[src/rtl/mrsa_pkg.sv]
`timescale 1ns / 1ps
// Shared types and constants for the memory range slot allocator.
// Depends on nothing; every other file of the block imports it.
package mrsa_pkg;

    localparam int SLOT_COUNT_DEF = 8;

    // Configuration register indexes.
    localparam logic CFG_RANGES_PRESENT = 1'b0;
    localparam logic CFG_ACTIVE_SLOTS   = 1'b1;

    // Request kinds.
    localparam logic REQ_ALLOC = 1'b0;
    localparam logic REQ_FREE  = 1'b1;

    // Result status codes.
    localparam logic [1:0] ST_OK       = 2'd0;
    localparam logic [1:0] ST_INVALID  = 2'd1;
    localparam logic [1:0] ST_NO_SPACE = 2'd2;

    localparam logic [31:0] PAGE_HIGH_MASK = 32'hffff_f000;
    localparam logic [31:0] MASK_VALID_BIT = 32'h0000_0800;
    localparam logic [11:0] PAGE_LOW_MASK  = 12'hfff;

    typedef struct packed {
        logic        req_type;
        logic [63:0] range_base;
        logic [63:0] range_size;
        logic [7:0]  mem_type;
    } t_cmd;

    typedef struct packed {
        logic [1:0]  status;
        logic [2:0]  slot;
        logic [31:0] base_word;
        logic [31:0] base_high_word;
        logic [31:0] mask_word;
        logic        invalidate_request;
    } t_result;

    // Request token that walks down the row of slot cells.
    typedef struct packed {
        logic        valid;
        logic        done;
        logic        req_type;
        logic [1:0]  status;
        logic [2:0]  slot;
        logic [31:0] key;
        logic [31:0] base_word;
        logic [31:0] base_high_word;
        logic [31:0] mask_word;
    } t_token;

endpackage

[src/rtl/mrsa_cell.sv]
`timescale 1ns / 1ps
// One descriptor slot of the allocator: holds its three words and passes the
// request token on to the next slot. Depends on mrsa_pkg.
module mrsa_cell
    import mrsa_pkg::*;
#(
    parameter int INDEX = 0
) (
    input  logic       i_clk,
    input  logic       i_rst_n,
    input  logic [3:0] i_active_slots,
    input  t_token     i_tok,
    output t_token     o_tok
);

    localparam logic [7:0] IdxVal = 8'(INDEX);

    logic [31:0] r_base_lo;
    logic [31:0] r_base_hi;
    logic [31:0] r_mask_lo;
    t_token      r_tok;
    t_token      n_tok;
    logic        w_in_range;
    logic        w_free;
    logic        w_match;
    logic        w_hit;

    assign w_in_range = IdxVal < {4'd0, i_active_slots};
    assign w_free     = (r_mask_lo & PAGE_HIGH_MASK) == 32'd0;
    assign w_match    = (r_base_lo & PAGE_HIGH_MASK) == i_tok.key;
    assign w_hit      = i_tok.valid && !i_tok.done && w_in_range &&
                        ((i_tok.req_type == REQ_FREE) ? (!w_free && w_match) : w_free);

    always_comb begin
        n_tok = i_tok;
        if (w_hit) begin
            n_tok.done   = 1'b1;
            n_tok.status = ST_OK;
            n_tok.slot   = 3'(INDEX);
            if (i_tok.req_type == REQ_FREE) begin
                n_tok.base_word      = 32'd0;
                n_tok.base_high_word = 32'd0;
                n_tok.mask_word      = 32'd0;
            end
        end
    end

    always_ff @(posedge i_clk) begin
        if (!i_rst_n) begin
            r_base_lo   <= 32'd0;
            r_base_hi   <= 32'd0;
            r_mask_lo   <= 32'd0;
            r_tok.valid <= 1'b0;
        end else begin
            r_tok <= n_tok;
            if (w_hit) begin
                r_base_lo <= n_tok.base_word;
                r_base_hi <= n_tok.base_high_word;
                r_mask_lo <= n_tok.mask_word;
            end
        end
    end

    assign o_tok = r_tok;

endmodule

[src/rtl/mtrr_range_slot_allocator_unit.sv]
`timescale 1ns / 1ps
// Memory range slot allocator: an accepted request's token passes through the slot cell
// registers in turn, and the result is registered after the last cell as one strobed beat.
// Busy is high for the token's whole walk through the row of slot cells and drops as
// the result is registered, so a request is only taken once the last one is through.
// Synchronous active-low reset clears every slot and restores the registers
// to ranges present and eight active slots. Results cannot be held off.
module mtrr_range_slot_allocator_unit
    import mrsa_pkg::*;
#(
    parameter int SLOT_COUNT = SLOT_COUNT_DEF
) (
    input  logic       i_clk,
    input  logic       i_rst_n,
    input  logic       start,
    output logic       busy,
    input  t_cmd       i_cmd,
    input  logic       i_cfg_we,
    input  logic       i_cfg_idx,
    input  logic [3:0] i_cfg_wdata,
    output logic       o_result_valid,
    output t_result    o_result
);

    // Configuration registers. They are only written while the block is idle (the block
    // does not enforce it; the user is bound), so the cells may read them directly during a walk.
    logic       r_ranges_present;
    logic [3:0] r_active_slots;

    logic       r_busy;
    logic       r_out_valid;
    t_result    r_out;
    t_result    n_out;
    logic       w_accept;
    logic       w_bad;
    t_token     w_launch;
    t_token     w_tok [0:SLOT_COUNT];
    t_token     w_last;
    logic [31:0] w_size_pg;

    assign w_accept = start && !r_busy;

    // A request is refused before the walk when the feature is absent, the base is not page
    // aligned, or an allocation's size is not; the token then travels already finished.
    always_comb begin
        w_bad = !r_ranges_present || (i_cmd.range_base[11:0] & PAGE_LOW_MASK) != 12'd0;
        if (i_cmd.req_type == REQ_ALLOC &&
            (i_cmd.range_size[11:0] & PAGE_LOW_MASK) != 12'd0) begin
            w_bad = 1'b1;
        end
    end

    assign w_size_pg = i_cmd.range_size[31:0] & PAGE_HIGH_MASK;

    // The words an allocation would write are worked out once at launch.
    always_comb begin
        w_launch.valid          = w_accept;
        w_launch.done           = w_bad;
        w_launch.req_type       = i_cmd.req_type;
        w_launch.status         = w_bad ? ST_INVALID : ST_OK;
        w_launch.slot           = 3'd0;
        w_launch.key            = i_cmd.range_base[31:0];
        w_launch.base_word      = (i_cmd.range_base[31:0] & PAGE_HIGH_MASK) |
                                  {24'd0, i_cmd.mem_type};
        w_launch.base_high_word = i_cmd.range_base[63:32];
        w_launch.mask_word      = ~(w_size_pg - 32'd1) | MASK_VALID_BIT;
        if (w_bad) begin
            w_launch.base_word      = 32'd0;
            w_launch.base_high_word = 32'd0;
            w_launch.mask_word      = 32'd0;
        end
    end

    assign w_tok[0] = w_launch;

    // The row of slot cells: each one looks at the token, registers it for the next cell,
    // and claims it if its slot fits the request.
    for (genvar g = 0; g < SLOT_COUNT; g++) begin : g_cell
        mrsa_cell #(
            .INDEX(g)
        ) u_cell (
            .i_clk         (i_clk),
            .i_rst_n       (i_rst_n),
            .i_active_slots(r_active_slots),
            .i_tok         (w_tok[g]),
            .o_tok         (w_tok[g+1])
        );
    end

    assign w_last = w_tok[SLOT_COUNT];

    // A token that no cell claimed becomes a failure: no free slot for an
    // allocation, not found for a free.
    always_comb begin
        n_out.status             = w_last.status;
        n_out.slot               = w_last.slot;
        n_out.base_word          = w_last.base_word;
        n_out.base_high_word     = w_last.base_high_word;
        n_out.mask_word          = w_last.mask_word;
        n_out.invalidate_request = w_last.done && (w_last.status == ST_OK);
        if (!w_last.done) begin
            n_out.status         = (w_last.req_type == REQ_FREE) ? ST_INVALID : ST_NO_SPACE;
            n_out.slot           = 3'd0;
            n_out.base_word      = 32'd0;
            n_out.base_high_word = 32'd0;
            n_out.mask_word      = 32'd0;
        end
    end

    always_ff @(posedge i_clk) begin
        if (!i_rst_n) begin
            r_ranges_present <= 1'b1;
            r_active_slots   <= 4'd8;
            r_busy           <= 1'b0;
            r_out_valid      <= 1'b0;
        end else begin
            if (i_cfg_we) begin
                unique case (i_cfg_idx)
                    CFG_RANGES_PRESENT: r_ranges_present <= i_cfg_wdata[0];
                    CFG_ACTIVE_SLOTS:   r_active_slots   <= i_cfg_wdata;
                    default: ;
                endcase
            end
            r_out_valid <= w_last.valid;
            if (w_accept) begin
                r_busy <= 1'b1;
            end else if (w_last.valid) begin
                r_busy <= 1'b0;
            end
        end
    end

    always_ff @(posedge i_clk) begin
        if (w_last.valid) begin
            r_out <= n_out;
        end
    end

    assign busy           = r_busy;
    assign o_result_valid = r_out_valid;
    assign o_result       = r_out;

endmodule

[config.mk]
export PLATFORM = sky130hd
export DESIGN_NAME = mtrr_range_slot_allocator_unit
export DESIGN_NICKNAME = d
export VERILOG_FILES = /design/src/rtl/mrsa_pkg.sv /design/src/rtl/mrsa_cell.sv /design/src/rtl/mtrr_range_slot_allocator_unit.sv
export SDC_FILE = /design/constraint.sdc
export NUM_CORES = 2
export LEC_CHECK = 0
export BUFFER_PORTS_ARGS = -buffer_cell sky130_fd_sc_hd__buf_2
export CORE_UTILIZATION = 25
export CTS_CLUSTER_SIZE = 12
export DETAILED_ROUTE_END_ITERATION = 10
export PLACE_DENSITY = 0.39
export SYNTH_ARGS = -nofsm -noshare
export SYNTH_HDL_FRONTEND = slang
export SYNTH_SLANG_ARGS = --single-unit
export TNS_END_PERCENT = 30
[constraint.sdc]
create_clock -name i_clk -period 4.8 [get_ports i_clk]
set_clock_uncertainty 0.15 [all_clocks]
set_input_delay 0.48 -clock i_clk [delete_from_list [all_inputs] [get_ports i_clk]]
set_output_delay 0.48 -clock i_clk [all_outputs]
set_load 0.01 [all_outputs]
==> metrics.log <==
INFO  metric die-width = 444 um
INFO  metric commonest_cells_in_the_netlist = sky130_fd_sc_hd__edfxtp_1 (1,000), sky130_fd_sc_hd__and2_1 (560), sky130_fd_sc_hd__dfxtp_1 (335)
INFO  metric yosysTopAreaCellShare = 61.4%
INFO  metric first_global_vias = 25,400
INFO  metric pleak = 20.3 nW
INFO  metric cts_tree = done
INFO  metric worst_setup_path_end_kind = flop
INFO  metric report.final.setup_viol = 0
INFO  metric clock_tree.root_cell = sky130_fd_sc_hd__clkbuf_16
INFO  metric crit_required = 5.16 ns
INFO  metric area_delta_synth_final = 20.6%
INFO  metric yosys_warnings = 0
INFO  metric synth_seq_area_share = 75.2%
INFO  metric core-area = 193,000 sq um
INFO  metric globalRoute.busiestLayer = met2
INFO  metric cts_setup_buffers = 0
INFO  metric place.port_buffers = 202
INFO  metric firstDrtPassIters = 4
INFO  metric finalHoldWorstSlack = 0.263 ns
INFO  metric postLayoutSetupSlackWorst = 1.28 ns
INFO  metric cts.sink_count = 1,335
INFO  metric grt_use_met2 = 15.6%
INFO  metric totalNegativeSetupSlack = 0 ns
INFO  metric crit_path_max_fanout = 81
INFO  metric avgRoutedWirePerCell = 16.5 um
INFO  metric grtUsageTotal = 10.5%
INFO  metric fin_util = 30.5%
INFO  metric detail-route-antenna-nets = 0
INFO  metric timing_max_transition_violations_final = 0
INFO  metric grt_pass1_wl = 160,000 um
INFO  metric floorplan.rows = 161
INFO  metric die-area = 197,000 sq um
INFO  metric rsz_0062_raised_after_global_routing = false
INFO  metric drt_wl_total = 104,000 um
INFO  metric groute.layer.met3.usage = 2.27%
INFO  metric post_synth_main_area_contributors = sky130_fd_sc_hd__edfxtp_1 (61%), sky130_fd_sc_hd__dfxtp_1 (14%), sky130_fd_sc_hd__and2_1 (7.2%), sky130_fd_sc_hd__xnor2_1 (2.9%), sky130_fd_sc_hd__a22o_1 (2.6%)
INFO  metric route.detailed.drc = 0
INFO  metric clock_insertion_delay_worst_skew = 0.77 ns
INFO  metric synth_enable_flop_cells = 1,000
INFO  metric timing.final.crit_period = 3.52 ns
INFO  metric path_class = flop to flop
INFO  metric drv_cap = 0
INFO  metric route.detailed.vias_per_inst = 3.89
INFO  metric post-dp-hpwl = 68,600 um
INFO  metric cts-resized-gates = 0
INFO  metric clk_transition_reported_paths = 0.06 ns
INFO  metric worst-slew-pin-transition = 0.904 ns
INFO  metric ys_types = 53
INFO  metric antenna_found_initial = 3
INFO  metric routabilityCongestion = 0.726
INFO  metric clock_tree.buffer_depth = 3
INFO  metric num_vias = 24,400
INFO  metric place_worst_setup_slack = 1.16 ns
INFO  metric floorplan.initialDensity = 25.3%
INFO  metric cp_data_arrival_time = 3.88 ns
INFO  metric timing.max_slew.rel_slack = 39.8%
INFO  metric synth_area_leader_cell = sky130_fd_sc_hd__edfxtp_1
INFO  metric final_layout_size_suffix_gt1_share = 12.9%
INFO  metric drtIter0Drc = 1,126
INFO  metric global_route.overflow_total = 0
INFO  metric element_type_at_the_critical_path_start = flop
INFO  metric async_reset_ff_share = 0%
INFO  metric mappedNetlistArea = 48,900 sq um
INFO  metric syn_area_per_cell = 15.0 sq um
INFO  metric cts-buffers-inserted = 151
INFO  metric ios = 250
INFO  metric cell_count_after_placement = 5,881
INFO  metric min-delay-path-class = input pin to flop
INFO  metric grt_start_max_net_pins = 134
INFO  metric irDropWorstVdd = 349 uV
INFO  metric final_min_period_over_clock_period = 73.3%
INFO  metric synthMostInstantiatedCell = sky130_fd_sc_hd__edfxtp_1
INFO  metric timing.final.hold_violations = 0
INFO  metric floorplan.die.height = 444 um
INFO  metric postSynthCellCount = 3,250
INFO  metric layoutNonFillerInstCount = 6,276
INFO  metric grtUsageMet1 = 14.8%
INFO  metric run_status = finished, final reports clean
INFO  metric power-per-cell-area = 425 nW/um^2
INFO  metric fin_nets = 3,771
INFO  metric synth_flop_cell = sky130_fd_sc_hd__edfxtp_1
INFO  metric post_synthesis_register_bit_count = 1,335
INFO  metric max_clock_freq = 284 MHz
INFO  metric h_tree_depth_reported_by_cts = 4
## report_power, final
part           total, mW  internal, mW  leakage (nW)  switching [mW]
Sequential          13.1          12.9          12.5           0.224
Combinational      0.776         0.336          5.44           0.440
Clock               11.1          6.48          2.34            4.64
## per-stage QoR
stage                     power [mW]  cell area (sq um)
final                           25.1              58900
after global routing            26.1              58900
after CTS                       25.6              58900
after detailed placement        14.1              53000
after global placement          14.1              53000
after floorplan                 13.6              48900
## layout by cell type (no fill, tap or decap), drive strengths merged, types with 26 or more instances in the layout
master       count
a21oi           86
a22o           143
and2           560
buf            252
clkbuf         217
clkinv          50
dfxtp          335
dlygate4sd3    116
edfxtp        1000
mux2i           80
nand2           41
nand4           56
nor2           209
nor2b          167
nor3            26
nor4            70
xnor2          164
## registers in the layout (all words and copies together), names as in the netlist
name / flops
g_cell.u_cell.o_tok: 921
g_cell.u_cell.r_base_lo: 160
g_cell.u_cell.r_mask_lo: 160
o_result: 87
r_active_slots: 4
busy: 1
o_result_valid: 1
r_ranges_present: 1
## per-layer routing
layer	share of wire (%)	wire, um
met5	0	0
met4	2.9	2980
met3	3.8	3990
met2	43	44200
met1	51	52700
## worst paths after layout
path                            cells after the start  slack, ns                     endpoint                        start
worst min register to register                      0       0.30   g_cell[6].u_cell.o_tok[98]   g_cell[5].u_cell.o_tok[98]
worst min-delay path                                6       0.26  g_cell[0].u_cell.o_tok[134]                    i_cmd[19]
worst max-delay path                                6       1.28   g_cell[6].u_cell.o_tok[61]  g_cell[5].u_cell.o_tok[101]
worst max register to register                      6       1.28   g_cell[6].u_cell.o_tok[61]  g_cell[5].u_cell.o_tok[101]
## repair_timing
| item | CTS | global route |
|---|---|---|
| hold endpoints to repair | 196 | 0 |
| hold buffers | 116 | 0 |
| endpoints found under the setup margin | 0 | 0 |
## cell type report
| class | count | area (sq um) |
|---|---|---|
| clock buffers | 217 | 4270 |
| inverters | 12 | 45.0 |
| well taps | 2526 | 3160 |
| multi-input cells | 1756 | 11500 |
| fillers | 19200 | 134000 |
| clock inverters | 60 | 538 |
| diodes | 2 | 5.00 |
| flip-flops and latches | 1335 | 36700 |
| repair buffers | 368 | 2700 |
## cell families (layout without fill, tap and decap cells)
| group | count (synthesis) | after routing | share of synthesized area, % |
|---|---|---|---|
| adders and majority gates | 1 | 1 | 0.0256 |
| muxes | 80 | 80 | 1.64 |
| xor gates and xnor gates | 176 | 176 | 3.15 |
| AOI/OAI and AO/OA | 263 | 263 | 4.02 |
| buffers and inverters | 173 | 657 | 1.59 |
| and+or+nand+nor | 1221 | 1221 | 14.4 |
| other | 1 | 17 | 0.00767 |
| DFF | 1335 | 1335 | 75.2 |
## critical path, stage by stage, from the launching register on
cell,delay (ns)
sky130_fd_sc_hd__edfxtp_1,0.39
sky130_fd_sc_hd__nor4_1,0.33
sky130_fd_sc_hd__nand4_1,0.21
sky130_fd_sc_hd__or4_1,0.58
sky130_fd_sc_hd__nor4_2,0.49
sky130_fd_sc_hd__nand2_4,0.56
sky130_fd_sc_hd__and2_1,0.41
Note: power is estimated with default switching activity, not from simulation.
